## src/rtl/core/llog_pkg.sv

```systemverilog
`timescale 1ns / 1ps
// ---------------------------------------------------------------------------
// llog_pkg: shared types and constants
// Request layout, decision and kind codes, engine states, arctangent table.
// ---------------------------------------------------------------------------
package llog_pkg;

  localparam int unsigned CordicSteps = 16;
  localparam int unsigned DivSteps    = 32;

  localparam logic [2:0] ADDR_HTOL = 3'd0;
  localparam logic [2:0] ADDR_ALIM = 3'd4;

  localparam logic [14:0] HTOL_RESET = 15'd1280;
  localparam logic [7:0]  ALIM_RESET = 8'd20;

  localparam logic signed [24:0] ANG_POS90 = 25'sd5898240;
  localparam logic signed [24:0] ANG_NEG90 = -25'sd5898240;

  typedef enum logic [2:0] {
    DEC_ACCEPT = 3'd0,
    DEC_ANGLE  = 3'd1,
    DEC_JUMP   = 3'd2,
    DEC_HELD   = 3'd3,
    DEC_KEEP   = 3'd4
  } decision_t;

  typedef enum logic [1:0] {
    KIND_CHECK = 2'd0,
    KIND_PLAIN = 2'd1,
    KIND_HOLD  = 2'd2,
    KIND_KEEP  = 2'd3
  } kind_t;

  typedef enum logic [3:0] {
    ST_IDLE,
    ST_ANG_LD,
    ST_ANG_RUN,
    ST_ANG_END,
    ST_MUL,
    ST_DIV_LD,
    ST_DIV_RUN,
    ST_DIV_END,
    ST_POST,
    ST_DONE
  } state_t;

  typedef struct packed {
    logic        lane;
    kind_t       kind;
    logic [15:0] cur_dir_x;
    logic [15:0] cur_dir_y;
    logic [15:0] cur_base_x;
    logic [15:0] cur_base_y;
    logic [15:0] prev_dir_x;
    logic [15:0] prev_dir_y;
    logic [15:0] prev_base_x;
    logic [15:0] prev_base_y;
  } item_t;

  function automatic logic [21:0] atan_deg(input logic [3:0] i);
    logic [21:0] v;
    case (i)
      4'd0:    v = 22'd2949120;
      4'd1:    v = 22'd1740967;
      4'd2:    v = 22'd919879;
      4'd3:    v = 22'd466945;
      4'd4:    v = 22'd234379;
      4'd5:    v = 22'd117304;
      4'd6:    v = 22'd58666;
      4'd7:    v = 22'd29335;
      4'd8:    v = 22'd14668;
      4'd9:    v = 22'd7334;
      4'd10:   v = 22'd3667;
      4'd11:   v = 22'd1833;
      4'd12:   v = 22'd917;
      4'd13:   v = 22'd458;
      4'd14:   v = 22'd229;
      default: v = 22'd115;
    endcase
    return v;
  endfunction

endpackage

```

## src/rtl/core/lane_line_outlier_gate_core.sv

```systemverilog
`timescale 1ns / 1ps
// ---------------------------------------------------------------------------
// lane_line_outlier_gate_core: lane line outlier gate
// Replaces a lane line by the previous frame's line on angle or intercept jump.
// ---------------------------------------------------------------------------
// One request is worked at a time by a single sequencer; a two-entry queue in
// front accepts requests meanwhile. An unchanged line goes straight to the
// result; a plain or held line takes one multiply and a 32-step
// one-bit-per-cycle divider, a checked line first takes two 16-step CORDIC
// angle runs that share one unit, and when the jump check reverts the
// intercept is multiplied and divided again; a zero divisor skips the divider,
// and a stalled result holds the sequencer until it is taken.
// ---------------------------------------------------------------------------
module lane_line_outlier_gate_core #(
  parameter int NUM_LANES = 2
) (
  input  logic        clk,
  input  logic        rst_n,
  input  logic        psel,
  input  logic        penable,
  input  logic        pwrite,
  input  logic [2:0]  paddr,
  input  logic [31:0] pwdata,
  output logic [31:0] prdata,
  output logic        pready,
  input  logic        in_valid,
  output logic        in_stall,
  input  logic        in_lane,
  input  logic        in_detected,
  input  logic        in_history_valid,
  input  logic [15:0] in_cur_dir_x,
  input  logic [15:0] in_cur_dir_y,
  input  logic [15:0] in_cur_base_x,
  input  logic [15:0] in_cur_base_y,
  input  logic [15:0] in_prev_dir_x,
  input  logic [15:0] in_prev_dir_y,
  input  logic [15:0] in_prev_base_x,
  input  logic [15:0] in_prev_base_y,
  output logic        out_valid,
  input  logic        out_stall,
  output logic [15:0] out_dir_x,
  output logic [15:0] out_dir_y,
  output logic [15:0] out_base_x,
  output logic [15:0] out_base_y,
  output logic [15:0] out_top_x,
  output logic [2:0]  out_decision,
  output logic        out_top_x_saturated
);

  logic [14:0]     htol_r;
  logic [7:0]      alim_r;
  logic            wr;
  logic            q_valid;
  logic            q_pop;
  llog_pkg::item_t q_item;

  assign pready = 1'b1;
  assign wr     = psel && penable && pwrite;

  always_ff @(posedge clk) begin
    if (!rst_n) begin
      htol_r <= llog_pkg::HTOL_RESET;
      alim_r <= llog_pkg::ALIM_RESET;
    end else if (wr) begin
      if (paddr[2] == llog_pkg::ADDR_HTOL[2]) begin
        htol_r <= pwdata[14:0];
      end else begin
        alim_r <= pwdata[7:0];
      end
    end
  end

  always_comb begin
    if (paddr[2] == llog_pkg::ADDR_ALIM[2]) begin
      prdata = {24'd0, alim_r};
    end else begin
      prdata = {17'd0, htol_r};
    end
  end

  llog_front u_front (
    .clk              (clk),
    .rst_n            (rst_n),
    .in_valid         (in_valid),
    .in_stall         (in_stall),
    .in_lane          (in_lane),
    .in_detected      (in_detected),
    .in_history_valid (in_history_valid),
    .in_cur_dir_x     (in_cur_dir_x),
    .in_cur_dir_y     (in_cur_dir_y),
    .in_cur_base_x    (in_cur_base_x),
    .in_cur_base_y    (in_cur_base_y),
    .in_prev_dir_x    (in_prev_dir_x),
    .in_prev_dir_y    (in_prev_dir_y),
    .in_prev_base_x   (in_prev_base_x),
    .in_prev_base_y   (in_prev_base_y),
    .q_valid          (q_valid),
    .q_item           (q_item),
    .q_pop            (q_pop)
  );

  llog_engine #(
    .NUM_LANES (NUM_LANES)
  ) u_engine (
    .clk                 (clk),
    .rst_n               (rst_n),
    .q_valid             (q_valid),
    .q_item              (q_item),
    .q_pop               (q_pop),
    .htol                (htol_r),
    .alim                (alim_r),
    .out_valid           (out_valid),
    .out_stall           (out_stall),
    .out_dir_x           (out_dir_x),
    .out_dir_y           (out_dir_y),
    .out_base_x          (out_base_x),
    .out_base_y          (out_base_y),
    .out_top_x           (out_top_x),
    .out_decision        (out_decision),
    .out_top_x_saturated (out_top_x_saturated)
  );

endmodule

```

## src/rtl/core/llog_front.sv

```systemverilog
`timescale 1ns / 1ps
// ---------------------------------------------------------------------------
// llog_front: request intake
// Accepts requests, classifies them and holds them in a two-entry queue.
// ---------------------------------------------------------------------------
module llog_front (
  input  logic                 clk,
  input  logic                 rst_n,
  input  logic                 in_valid,
  output logic                 in_stall,
  input  logic                 in_lane,
  input  logic                 in_detected,
  input  logic                 in_history_valid,
  input  logic [15:0]          in_cur_dir_x,
  input  logic [15:0]          in_cur_dir_y,
  input  logic [15:0]          in_cur_base_x,
  input  logic [15:0]          in_cur_base_y,
  input  logic [15:0]          in_prev_dir_x,
  input  logic [15:0]          in_prev_dir_y,
  input  logic [15:0]          in_prev_base_x,
  input  logic [15:0]          in_prev_base_y,
  output logic                 q_valid,
  output llog_pkg::item_t      q_item,
  input  logic                 q_pop
);

  llog_pkg::item_t q_r [2];
  logic            wptr_r, wptr_nxt;
  logic            rptr_r, rptr_nxt;
  logic [1:0]      count_r, count_nxt;
  logic            push;
  logic            prev_ok;
  llog_pkg::item_t item;

  assign in_stall = (count_r == 2'd2);
  assign push     = in_valid && !in_stall;
  assign prev_ok  = (in_prev_dir_x != 16'd0) && (in_prev_dir_y != 16'd0);

  always_comb begin
    item.lane        = in_lane;
    item.cur_dir_x   = in_cur_dir_x;
    item.cur_dir_y   = in_cur_dir_y;
    item.cur_base_x  = in_cur_base_x;
    item.cur_base_y  = in_cur_base_y;
    item.prev_dir_x  = in_prev_dir_x;
    item.prev_dir_y  = in_prev_dir_y;
    item.prev_base_x = in_prev_base_x;
    item.prev_base_y = in_prev_base_y;
    if (in_detected) begin
      item.kind = (in_history_valid && prev_ok) ? llog_pkg::KIND_CHECK : llog_pkg::KIND_PLAIN;
    end else begin
      item.kind = prev_ok ? llog_pkg::KIND_HOLD : llog_pkg::KIND_KEEP;
    end
  end

  assign q_valid = (count_r != 2'd0);
  assign q_item  = q_r[rptr_r];

  always_comb begin
    wptr_nxt  = push ? ~wptr_r : wptr_r;
    rptr_nxt  = q_pop ? ~rptr_r : rptr_r;
    count_nxt = count_r + {1'b0, push} - {1'b0, q_pop};
  end

  always_ff @(posedge clk) begin
    if (!rst_n) begin
      wptr_r  <= 1'b0;
      rptr_r  <= 1'b0;
      count_r <= 2'd0;
    end else begin
      wptr_r  <= wptr_nxt;
      rptr_r  <= rptr_nxt;
      count_r <= count_nxt;
    end
  end

  always_ff @(posedge clk) begin
    if (push) begin
      q_r[wptr_r] <= item;
    end
  end

endmodule

```

## src/rtl/core/llog_engine.sv

```systemverilog
`timescale 1ns / 1ps
// ---------------------------------------------------------------------------
// llog_engine: line check sequencer
// Runs the angle CORDIC, the intercept multiply and divide, the jump check,
// and holds the result register.
// ---------------------------------------------------------------------------
module llog_engine #(
  parameter int NUM_LANES = 2
) (
  input  logic                 clk,
  input  logic                 rst_n,
  input  logic                 q_valid,
  input  llog_pkg::item_t      q_item,
  output logic                 q_pop,
  input  logic [14:0]          htol,
  input  logic [7:0]           alim,
  output logic                 out_valid,
  input  logic                 out_stall,
  output logic [15:0]          out_dir_x,
  output logic [15:0]          out_dir_y,
  output logic [15:0]          out_base_x,
  output logic [15:0]          out_base_y,
  output logic [15:0]          out_top_x,
  output logic [2:0]           out_decision,
  output logic                 out_top_x_saturated
);

  localparam int LW = (NUM_LANES > 1) ? $clog2(NUM_LANES) : 1;

  llog_pkg::state_t    state_r, state_nxt;
  llog_pkg::item_t     it_r, it_nxt;
  llog_pkg::decision_t dec_r, dec_nxt;
  logic [LW-1:0]       lane_r, lane_nxt, q_lane;
  logic                sel_prev_r, sel_prev_nxt;
  logic                rechk_r, rechk_nxt;
  logic                phase_r, phase_nxt;
  logic                und_r, und_nxt;
  logic                und1_r, und1_nxt;
  logic signed [27:0]  cx_r, cx_nxt, cy_r, cy_nxt;
  logic signed [24:0]  cz_r, cz_nxt, a1_r, a1_nxt;
  logic [4:0]          cnt_r, cnt_nxt;
  logic signed [31:0]  prod_r, prod_nxt;
  logic [31:0]         num_r, num_nxt, quo_r, quo_nxt;
  logic [16:0]         den_r, den_nxt;
  logic [16:0]         rem_r, rem_nxt;
  logic signed [15:0]  top_r, top_nxt;
  logic                sat_r, sat_nxt;
  logic signed [15:0]  last_r [NUM_LANES];
  logic                last_we;
  logic                out_valid_r;
  logic [15:0]         o_dx_r, o_dy_r, o_bx_r, o_by_r, o_top_r;
  logic [2:0]          o_dec_r;
  logic                o_sat_r;
  logic                out_load;

  logic signed [15:0]  sdx, sdy, sbx, sby, ax, ay;
  logic signed [16:0]  nx0, ny0;
  logic signed [27:0]  shx, shy;
  logic signed [25:0]  adiff;
  logic [31:0]         un;
  logic [15:0]         ud;
  logic [17:0]         trial;
  logic signed [33:0]  qs, tt;
  logic signed [17:0]  jump;

  assign q_lane = (int'(q_item.lane) >= NUM_LANES) ? LW'(NUM_LANES - 1) : LW'(q_item.lane);

  always_comb begin
    sdx = signed'(sel_prev_r ? it_r.prev_dir_x  : it_r.cur_dir_x);
    sdy = signed'(sel_prev_r ? it_r.prev_dir_y  : it_r.cur_dir_y);
    sbx = signed'(sel_prev_r ? it_r.prev_base_x : it_r.cur_base_x);
    sby = signed'(sel_prev_r ? it_r.prev_base_y : it_r.cur_base_y);
    ax  = signed'(phase_r ? it_r.prev_dir_x : it_r.cur_dir_x);
    ay  = signed'(phase_r ? it_r.prev_dir_y : it_r.cur_dir_y);
    nx0 = ax[15] ? -17'(ax) : 17'(ax);
    ny0 = ax[15] ? -17'(ay) : 17'(ay);
    shx = cx_r >>> cnt_r[3:0];
    shy = cy_r >>> cnt_r[3:0];
    adiff = 26'(a1_r) - 26'(cz_r);
    un  = prod_r[31] ? 32'(-33'(prod_r)) : 32'(prod_r);
    ud  = sdy[15] ? 16'(-17'(sdy)) : 16'(sdy);
    trial = {rem_r, num_r[31]};
    qs  = (prod_r[31] != sdy[15]) ? -34'(quo_r) : 34'(quo_r);
    tt  = 34'(sbx) - qs;
    jump = 18'(last_r[lane_r]) - 18'(top_r);
  end

  // next state
  always_comb begin
    state_nxt = state_r;
    unique case (state_r)
      llog_pkg::ST_IDLE: begin
        if (q_valid) begin
          unique case (q_item.kind)
            llog_pkg::KIND_CHECK: state_nxt = llog_pkg::ST_ANG_LD;
            llog_pkg::KIND_KEEP:  state_nxt = llog_pkg::ST_DONE;
            default:              state_nxt = llog_pkg::ST_MUL;
          endcase
        end
      end
      llog_pkg::ST_ANG_LD:  state_nxt = (nx0 == 17'sd0) ? llog_pkg::ST_ANG_END
                                                          : llog_pkg::ST_ANG_RUN;
      llog_pkg::ST_ANG_RUN: begin
        if (cnt_r == 5'(llog_pkg::CordicSteps - 1)) state_nxt = llog_pkg::ST_ANG_END;
      end
      llog_pkg::ST_ANG_END: state_nxt = phase_r ? llog_pkg::ST_MUL : llog_pkg::ST_ANG_LD;
      llog_pkg::ST_MUL:     state_nxt = llog_pkg::ST_DIV_LD;
      llog_pkg::ST_DIV_LD:  state_nxt = (sdy == 16'sd0) ? llog_pkg::ST_POST
                                                         : llog_pkg::ST_DIV_RUN;
      llog_pkg::ST_DIV_RUN: begin
        if (cnt_r == 5'(llog_pkg::DivSteps - 1)) state_nxt = llog_pkg::ST_DIV_END;
      end
      llog_pkg::ST_DIV_END: state_nxt = llog_pkg::ST_POST;
      llog_pkg::ST_POST: begin
        if (it_r.kind == llog_pkg::KIND_CHECK && !rechk_r &&
            ((jump[17] ? -jump : jump) > 18'sd0 + 18'(htol))) begin
          state_nxt = llog_pkg::ST_MUL;
        end else begin
          state_nxt = llog_pkg::ST_DONE;
        end
      end
      llog_pkg::ST_DONE: begin
        if (!out_valid_r || !out_stall) state_nxt = llog_pkg::ST_IDLE;
      end
      default: state_nxt = llog_pkg::ST_IDLE;
    endcase
  end

  // datapath
  always_comb begin
    it_nxt       = it_r;
    dec_nxt      = dec_r;
    lane_nxt     = lane_r;
    sel_prev_nxt = sel_prev_r;
    rechk_nxt    = rechk_r;
    phase_nxt    = phase_r;
    und_nxt      = und_r;
    und1_nxt     = und1_r;
    cx_nxt       = cx_r;
    cy_nxt       = cy_r;
    cz_nxt       = cz_r;
    a1_nxt       = a1_r;
    cnt_nxt      = cnt_r;
    prod_nxt     = prod_r;
    num_nxt      = num_r;
    den_nxt      = den_r;
    rem_nxt      = rem_r;
    quo_nxt      = quo_r;
    top_nxt      = top_r;
    sat_nxt      = sat_r;
    q_pop        = 1'b0;
    last_we      = 1'b0;
    out_load     = 1'b0;
    unique case (state_r)
      llog_pkg::ST_IDLE: begin
        if (q_valid) begin
          q_pop        = 1'b1;
          it_nxt       = q_item;
          lane_nxt     = q_lane;
          rechk_nxt    = 1'b0;
          phase_nxt    = 1'b0;
          sat_nxt      = 1'b0;
          top_nxt      = last_r[q_lane];
          sel_prev_nxt = (q_item.kind == llog_pkg::KIND_HOLD);
          unique case (q_item.kind)
            llog_pkg::KIND_HOLD: dec_nxt = llog_pkg::DEC_HELD;
            llog_pkg::KIND_KEEP: dec_nxt = llog_pkg::DEC_KEEP;
            default:             dec_nxt = llog_pkg::DEC_ACCEPT;
          endcase
        end
      end
      llog_pkg::ST_ANG_LD: begin
        cnt_nxt = 5'd0;
        und_nxt = 1'b0;
        if (nx0 == 17'sd0) begin
          und_nxt = (ny0 == 17'sd0);
          cz_nxt  = ny0[16] ? llog_pkg::ANG_NEG90 : llog_pkg::ANG_POS90;
        end else begin
          cx_nxt = 28'(nx0) <<< 8;
          cy_nxt = 28'(ny0) <<< 8;
          cz_nxt = 25'sd0;
        end
      end
      llog_pkg::ST_ANG_RUN: begin
        cnt_nxt = cnt_r + 5'd1;
        if (cy_r > 28'sd0) begin
          cx_nxt = cx_r + shy;
          cy_nxt = cy_r - shx;
          cz_nxt = cz_r + 25'(llog_pkg::atan_deg(cnt_r[3:0]));
        end else begin
          cx_nxt = cx_r - shy;
          cy_nxt = cy_r + shx;
          cz_nxt = cz_r - 25'(llog_pkg::atan_deg(cnt_r[3:0]));
        end
      end
      llog_pkg::ST_ANG_END: begin
        if (!phase_r) begin
          a1_nxt    = cz_r;
          und1_nxt  = und_r;
          phase_nxt = 1'b1;
        end else if (!und1_r &&
                     ((adiff[25] ? -adiff : adiff) > 26'sd0 + {2'b00, alim, 16'h0000})) begin
          sel_prev_nxt = 1'b1;
          dec_nxt      = llog_pkg::DEC_ANGLE;
        end
      end
      llog_pkg::ST_MUL: begin
        prod_nxt = sby * sdx;
      end
      llog_pkg::ST_DIV_LD: begin
        cnt_nxt = 5'd0;
        rem_nxt = 17'd0;
        quo_nxt = 32'd0;
        num_nxt = {un[30:0], 1'b0} + 32'(ud);
        den_nxt = {ud, 1'b0};
        if (sdy == 16'sd0) begin
          sat_nxt = 1'b1;
          if (prod_r > 32'sd0)      top_nxt = -16'sd32768;
          else if (prod_r < 32'sd0) top_nxt = 16'sd32767;
          else                      top_nxt = sbx;
        end
      end
      llog_pkg::ST_DIV_RUN: begin
        cnt_nxt = cnt_r + 5'd1;
        num_nxt = {num_r[30:0], 1'b0};
        if (trial >= {1'b0, den_r}) begin
          rem_nxt = 17'(trial - {1'b0, den_r});
          quo_nxt = {quo_r[30:0], 1'b1};
        end else begin
          rem_nxt = trial[16:0];
          quo_nxt = {quo_r[30:0], 1'b0};
        end
      end
      llog_pkg::ST_DIV_END: begin
        if (tt > 34'sd32767) begin
          top_nxt = 16'sd32767;
          sat_nxt = 1'b1;
        end else if (tt < -34'sd32768) begin
          top_nxt = -16'sd32768;
          sat_nxt = 1'b1;
        end else begin
          top_nxt = tt[15:0];
          sat_nxt = 1'b0;
        end
      end
      llog_pkg::ST_POST: begin
        if (state_nxt == llog_pkg::ST_MUL) begin
          sel_prev_nxt = 1'b1;
          rechk_nxt    = 1'b1;
          dec_nxt      = llog_pkg::DEC_JUMP;
        end else begin
          last_we = 1'b1;
        end
      end
      llog_pkg::ST_DONE: begin
        out_load = !out_valid_r || !out_stall;
      end
      default: ;
    endcase
  end

  always_ff @(posedge clk) begin
    if (!rst_n) begin
      state_r     <= llog_pkg::ST_IDLE;
      out_valid_r <= 1'b0;
      for (int i = 0; i < NUM_LANES; i++) begin
        last_r[i] <= 16'sd0;
      end
    end else begin
      state_r <= state_nxt;
      if (out_load) begin
        out_valid_r <= 1'b1;
      end else if (!out_stall) begin
        out_valid_r <= 1'b0;
      end
      if (last_we) begin
        last_r[lane_r] <= top_r;
      end
    end
  end

  always_ff @(posedge clk) begin
    it_r       <= it_nxt;
    dec_r      <= dec_nxt;
    lane_r     <= lane_nxt;
    sel_prev_r <= sel_prev_nxt;
    rechk_r    <= rechk_nxt;
    phase_r    <= phase_nxt;
    und_r      <= und_nxt;
    und1_r     <= und1_nxt;
    cx_r       <= cx_nxt;
    cy_r       <= cy_nxt;
    cz_r       <= cz_nxt;
    a1_r       <= a1_nxt;
    cnt_r      <= cnt_nxt;
    prod_r     <= prod_nxt;
    num_r      <= num_nxt;
    den_r      <= den_nxt;
    rem_r      <= rem_nxt;
    quo_r      <= quo_nxt;
    top_r      <= top_nxt;
    sat_r      <= sat_nxt;
    if (out_load) begin
      o_dx_r  <= sdx;
      o_dy_r  <= sdy;
      o_bx_r  <= sbx;
      o_by_r  <= sby;
      o_top_r <= top_r;
      o_dec_r <= dec_r;
      o_sat_r <= sat_r;
    end
  end

  assign out_valid           = out_valid_r;
  assign out_dir_x           = o_dx_r;
  assign out_dir_y           = o_dy_r;
  assign out_base_x          = o_bx_r;
  assign out_base_y          = o_by_r;
  assign out_top_x           = o_top_r;
  assign out_decision        = o_dec_r;
  assign out_top_x_saturated = o_sat_r;

  a_keep_unsat: assert property (@(posedge clk) disable iff (!rst_n)
    out_load && dec_r == llog_pkg::DEC_KEEP |-> !sat_r)
    else $error("unchanged line reported saturated");

  a_angle_checked: assert property (@(posedge clk) disable iff (!rst_n)
    state_r == llog_pkg::ST_MUL && dec_r == llog_pkg::DEC_ANGLE |->
      it_r.kind == llog_pkg::KIND_CHECK)
    else $error("angle revert on unchecked request");

  a_div_seq: assert property (@(posedge clk) disable iff (!rst_n)
    state_r == llog_pkg::ST_DIV_RUN |=>
      state_r == llog_pkg::ST_DIV_RUN || state_r == llog_pkg::ST_DIV_END)
    else $error("divider left early");

  a_pop_idle: assert property (@(posedge clk) disable iff (!rst_n)
    q_pop |-> q_valid && state_r == llog_pkg::ST_IDLE)
    else $error("pop outside idle");

endmodule
```

## config.mk

```make
export PLATFORM = sky130hd
export DESIGN_NAME = lane_line_outlier_gate_core
export DESIGN_NICKNAME = d
export VERILOG_FILES = /design/src/rtl/core/llog_pkg.sv /design/src/rtl/core/lane_line_outlier_gate_core.sv /design/src/rtl/core/llog_front.sv /design/src/rtl/core/llog_engine.sv
export SDC_FILE = /design/constraint.sdc
export NUM_CORES = 2
export LEC_CHECK = 0
export BUFFER_PORTS_ARGS = -buffer_cell sky130_fd_sc_hd__clkbuf_2
export CORE_MARGIN = 4
export CORE_UTILIZATION = 48
export DETAILED_ROUTE_END_ITERATION = 8
export SYNTH_ARGS = -nofsm -noshare
export SYNTH_HDL_FRONTEND = slang
export SYNTH_SLANG_ARGS = --single-unit
```

## constraint.sdc

```tcl
create_clock -name clk -period 33.7 [get_ports clk]
set_input_delay 3.37 -clock clk [delete_from_list [all_inputs] [get_ports clk]]
set_output_delay 3.37 -clock clk [all_outputs]
set_load 0.02 [all_outputs]
```

==> flow_results.xml <==
<?xml version="1.0" encoding="UTF-8"?>
<metrics>
  <group name="status">
    <metric name="outcome" unit="">finished clean</metric>
  </group>
  <group name="clock_network">
    <metric name="post_cts_resized" unit="">0</metric>
    <metric name="h_tree_level_count" unit="">3</metric>
    <metric name="cts.sinks" unit="">830</metric>
    <metric name="cts-root-buf" unit="">sky130_fd_sc_hd__clkbuf_16</metric>
    <metric name="cts_max_path_buffers" unit="">3</metric>
    <metric name="cts.clk_slew.worst_paths" unit="ns">0.06</metric>
    <metric name="postCtsHoldBufs" unit="">0</metric>
    <metric name="cts_post_setup_buffers_inserted" unit="">0</metric>
    <metric name="number_of_buffers_added_by_the_clock_tree_synthesis_step" unit="">95</metric>
    <metric name="tritoncts" unit="">built</metric>
    <metric name="clkLatencyLatePin" unit="ns">0.73</metric>
  </group>
  <group name="yosys">
    <metric name="synth_largest_area_cell" unit="">sky130_fd_sc_hd__edfxtp_1</metric>
    <metric name="yosysSeqAreaShare" unit="%">41.87</metric>
    <metric name="synth-warning-count" unit="">0</metric>
    <metric name="yosys.area.top_type_share" unit="%">39.95</metric>
    <metric name="synthesis.area_per_instance" unit="um^2">10.64</metric>
    <metric name="synthFlopType" unit="">sky130_fd_sc_hd__edfxtp_1</metric>
    <metric name="synthArstFlopShare" unit="%">0</metric>
    <metric name="synth_area_leaders" unit="">sky130_fd_sc_hd__edfxtp_1 (40%), sky130_fd_sc_hd__fa_1 (9.3%), sky130_fd_sc_hd__ha_1 (6.7%), sky130_fd_sc_hd__mux2_2 (3.8%), sky130_fd_sc_hd__xnor2_1 (3.6%)</metric>
    <metric name="postSynthCellCount" unit="">5466</metric>
    <metric name="synth.distinct_cells" unit="">93</metric>
    <metric name="synth_seq_cells" unit="">830</metric>
    <metric name="synth_edf_count" unit="">774</metric>
    <metric name="synthesis.area" unit="um^2">58180</metric>
  </group>
  <group name="drt">
    <metric name="routedWlPerCell" unit="um">19.64</metric>
    <metric name="drc_errors" unit="">0</metric>
    <metric name="detailroute.via_count" unit="">41010</metric>
    <metric name="drt-pass1-iter-count" unit="">5</metric>
    <metric name="wl" unit="mm">145.2</metric>
    <metric name="drtAntennaViolNets" unit="">0</metric>
    <metric name="first_iter_violations" unit="">3121</metric>
    <metric name="detail_route.vias_per_cell" unit="">5.551</metric>
  </group>
  <group name="die">
    <metric name="die_w" unit="um">356.2</metric>
    <metric name="placementRows" unit="">127</metric>
    <metric name="dieArea" unit="um^2">126900</metric>
    <metric name="io-pin-count" unit="">292</metric>
    <metric name="initial_core_util" unit="%">48.43</metric>
    <metric name="core" unit="um^2">120100</metric>
    <metric name="die_h" unit="um">356.2</metric>
  </group>
  <group name="global_routing">
    <metric name="first_global_vias" unit="">40290</metric>
    <metric name="globalRoute.totalOverflow" unit="">0</metric>
    <metric name="gr-usage-all-layers" unit="%">22.64</metric>
    <metric name="number_of_antenna_violations_at_the_first_check_in_global_routing" unit="">9</metric>
    <metric name="grt_start_max_net_pins" unit="">83</metric>
    <metric name="wire_length_of_the_first_global_routing_pass" unit="mm">228.0</metric>
  </group>
  <group name="min_path">
    <metric name="hold-path-cell-count" unit="">0</metric>
    <metric name="worstHoldPathType" unit="">flop to flop</metric>
    <metric name="whs_endpoint" unit="">u_engine.out_decision[2]</metric>
    <metric name="holdCritStartpoint" unit="">u_engine.dec_r[2]</metric>
  </group>
  <group name="critical_path">
    <metric name="endpoint_arrival_time_on_the_critical_path" unit="ns">9.05</metric>
    <metric name="worst_setup_path_start_kind" unit="">flop</metric>
    <metric name="reg2reg_to" unit="">u_engine.prod_r[29]</metric>
    <metric name="number_of_cells_on_the_worst_reg_to_reg_path" unit="">26</metric>
    <metric name="timing.rr.start" unit="">u_engine.sel_prev_r</metric>
    <metric name="cp.required" unit="ns">34.12</metric>
    <metric name="worstPathMaxFanout" unit="">68</metric>
    <metric name="critical_path.endpoint_type" unit="">flop</metric>
    <metric name="criticalPathCategory" unit="">flop to flop</metric>
    <metric name="ff_to_ff_setup_slack" unit="ns">25.07</metric>
  </group>
  <group name="placed_design">
    <metric name="gp_routability_congestion" unit="">0.9108</metric>
    <metric name="place_ws" unit="ns">25.04</metric>
    <metric name="hpwlAfterDp" unit="mm">108.6</metric>
    <metric name="post_dp_cell_area" unit="um^2">61300</metric>
    <metric name="place.port_buffers" unit="">254</metric>
  </group>
  <group name="sta">
    <metric name="slew_headroom" unit="%">18.66</metric>
    <metric name="setup_viol" unit="">0</metric>
    <metric name="final.setup.tns" unit="ns">0</metric>
    <metric name="finalCritPeriodShare" unit="%">25.60</metric>
    <metric name="final_critical_path_setup_slack" unit="ns">25.07</metric>
    <metric name="hold_violations" unit="">0</metric>
    <metric name="slew_viol_final" unit="">0</metric>
    <metric name="fmax" unit="MHz">115.9</metric>
    <metric name="grt_setup_unrepaired" unit="">no</metric>
    <metric name="tightestPinTransition" unit="ns">1.220</metric>
    <metric name="skew" unit="ns">0.05594</metric>
    <metric name="finalWorstPathRequiredPeriod" unit="ns">8.628</metric>
  </group>
  <group name="layout">
    <metric name="syn_to_final_growth" unit="%">11.10</metric>
    <metric name="num-fill-cells" unit="">10770</metric>
    <metric name="layout.core_utilization" unit="%">53.81</metric>
    <metric name="layout.cell_area.non_filler" unit="um^2">64640</metric>
    <metric name="layout-drive-gt1-share" unit="%">13.68</metric>
    <metric name="final_net_count" unit="">6447</metric>
  </group>
  <group name="run">
    <metric name="max_capacitance_violation_total" unit="">0</metric>
  </group>
</metrics>
==> critical path, cell delays in order (launching register included) <==
cell and delay (ns):
sky130_fd_sc_hd__edfxtp_1 0.37, sky130_fd_sc_hd__buf_12 0.40, sky130_fd_sc_hd__mux2i_1 0.72, sky130_fd_sc_hd__inv_1 0.48, sky130_fd_sc_hd__nand2_1 0.24, sky130_fd_sc_hd__inv_1 0.12
sky130_fd_sc_hd__fa_1 0.52, sky130_fd_sc_hd__fa_1 0.49, sky130_fd_sc_hd__inv_1 0.05, sky130_fd_sc_hd__fa_1 0.58, sky130_fd_sc_hd__fa_1 0.47, sky130_fd_sc_hd__fa_1 0.54
sky130_fd_sc_hd__inv_1 0.05, sky130_fd_sc_hd__fa_1 0.47, sky130_fd_sc_hd__ha_1 0.37, sky130_fd_sc_hd__a21o_1 0.20, sky130_fd_sc_hd__a21o_1 0.17, sky130_fd_sc_hd__a21oi_1 0.27
sky130_fd_sc_hd__and4_1 0.27, sky130_fd_sc_hd__o31ai_1 0.10, sky130_fd_sc_hd__o41ai_1 0.48, sky130_fd_sc_hd__nor2b_1 0.13, sky130_fd_sc_hd__o21ai_0 0.17, sky130_fd_sc_hd__nand2b_1 0.12
sky130_fd_sc_hd__a21o_1 0.19, sky130_fd_sc_hd__a211oi_1 0.22, sky130_fd_sc_hd__nor2_1 0.06
==> synthesized netlist by cell type, drive strengths merged, types with 57 or more instances <==
cell type and count:
edfxtp 774, inv 504, nor2 482, nand2 476, a21oi 312, ha 312
fa 270, xnor2 242, o21ai 224, mux2 194, xor2 153, clkbuf 142
mux2i 140, nor3 115, and2 83, a21o 81, buf 69, nor4 65
nand3 59, nand2b 57
==> cells in the final DEF, fill, tap and decap left out, drive strengths merged, types with 38 or more instances in the layout <==
cell	netlist	routed
nor2b	49	49
ha	312	312
mux4	54	54
edfxtp	774	774
xor2	153	153
inv	504	510
a21oi	312	312
mux2i	140	140
nor4	65	65
mux2	194	194
o21ai	224	224
buf	69	70
clkbuf	142	369
or3	42	42
clkinv	9	52
nand2	476	476
a31oi	49	49
fa	270	270
a21o	81	81
o21a	38	38
xnor2	242	242
and2	83	83
dfxtp	56	56
nand2b	57	57
nor3	115	115
nor2	482	482
nand3	59	59
==> kinds of logic (layout without fill, tap and decap cells) <==
family | count (synthesis) | after routing | share of synthesized area [%]
AOI/OAI and AO/OA | 977 | 977 | 10.48
adders and majority gates | 582 | 582 | 16.00
xor gates and xnor gates | 395 | 395 | 5.946
muxes | 388 | 388 | 8.253
buffers and inverters | 724 | 1017 | 4.838
DFF | 830 | 830 | 41.87
other | 2 | 20 | 0.01291
and+or+nand+nor | 1568 | 1568 | 12.60
==> registers in the layout, indices dropped and copies added, names as in the netlist, 17 cells and up, named ones only <==
| signal | flops |
|---|---|
| u_engine.cx_r | 28 |
| u_engine.cy_r | 28 |
| u_engine.quo_r | 32 |
| u_engine.num_r | 32 |
| u_engine.a1_r | 25 |
| u_engine.cz_r | 25 |
| u_engine.last_r | 32 |
| u_engine.rem_r | 17 |
| u_front.q_r | 262 |
| u_engine.prod_r | 32 |
| u_engine.it_r | 130 |
==> how the worst max path moves through the flow <==
stage,start,end,slack [ns]
floorplan,u_engine.state_r[1],u_front.count_r[1],21.66
global placement,u_engine.sel_prev_r,u_engine.prod_r[29],25.12
detailed placement,u_engine.sel_prev_r,u_engine.prod_r[29],25.04
CTS,u_engine.sel_prev_r,u_engine.prod_r[29],25.03
global route,u_engine.sel_prev_r,u_engine.prod_r[29],24.59
finish,u_engine.sel_prev_r,u_engine.prod_r[29],25.07
==> final cells by class <==
cell class | count | area [um^2] | share of cell area (%)
multi-input cells | 3928 | 31180 | 48.24
flip-flops and latches | 830 | 24370 | 37.69
clock buffers | 115 | 2536 | 3.923
well taps | 1612 | 2017 | 3.120
inverters | 513 | 1926 | 2.979
repair buffers | 324 | 1809 | 2.799
clock inverters | 65 | 800.8 | 1.239
diodes | 2 | 5.005 | 0.007742
==> routing by layer <==
| layer | global-route usage [%] | up-vias | part of all wire (%) |
|---|---|---|---|
| met5 | 0 | - | 0.042 |
| met4 | 5.983 | 8 | 2.4 |
| met3 | 3.619 | 193 | 5.7 |
| met2 | 35.49 | 1107 | 45 |
| met1 | 32.91 | 19890 | 47 |
| li1 | - | 19810 | - |
==> stage by stage <==
stage	hold WS, ns	std cells
floorplan	0.4003	5482
finish	0.4211	7389
global placement	0.4079	7207
CTS	0.4238	7387
global route	0.4268	7387
detailed placement	0.4102	7207
Power is not shown: default switching activity piles up to over one toggle a cycle in this logic, so the estimate is an artifact.
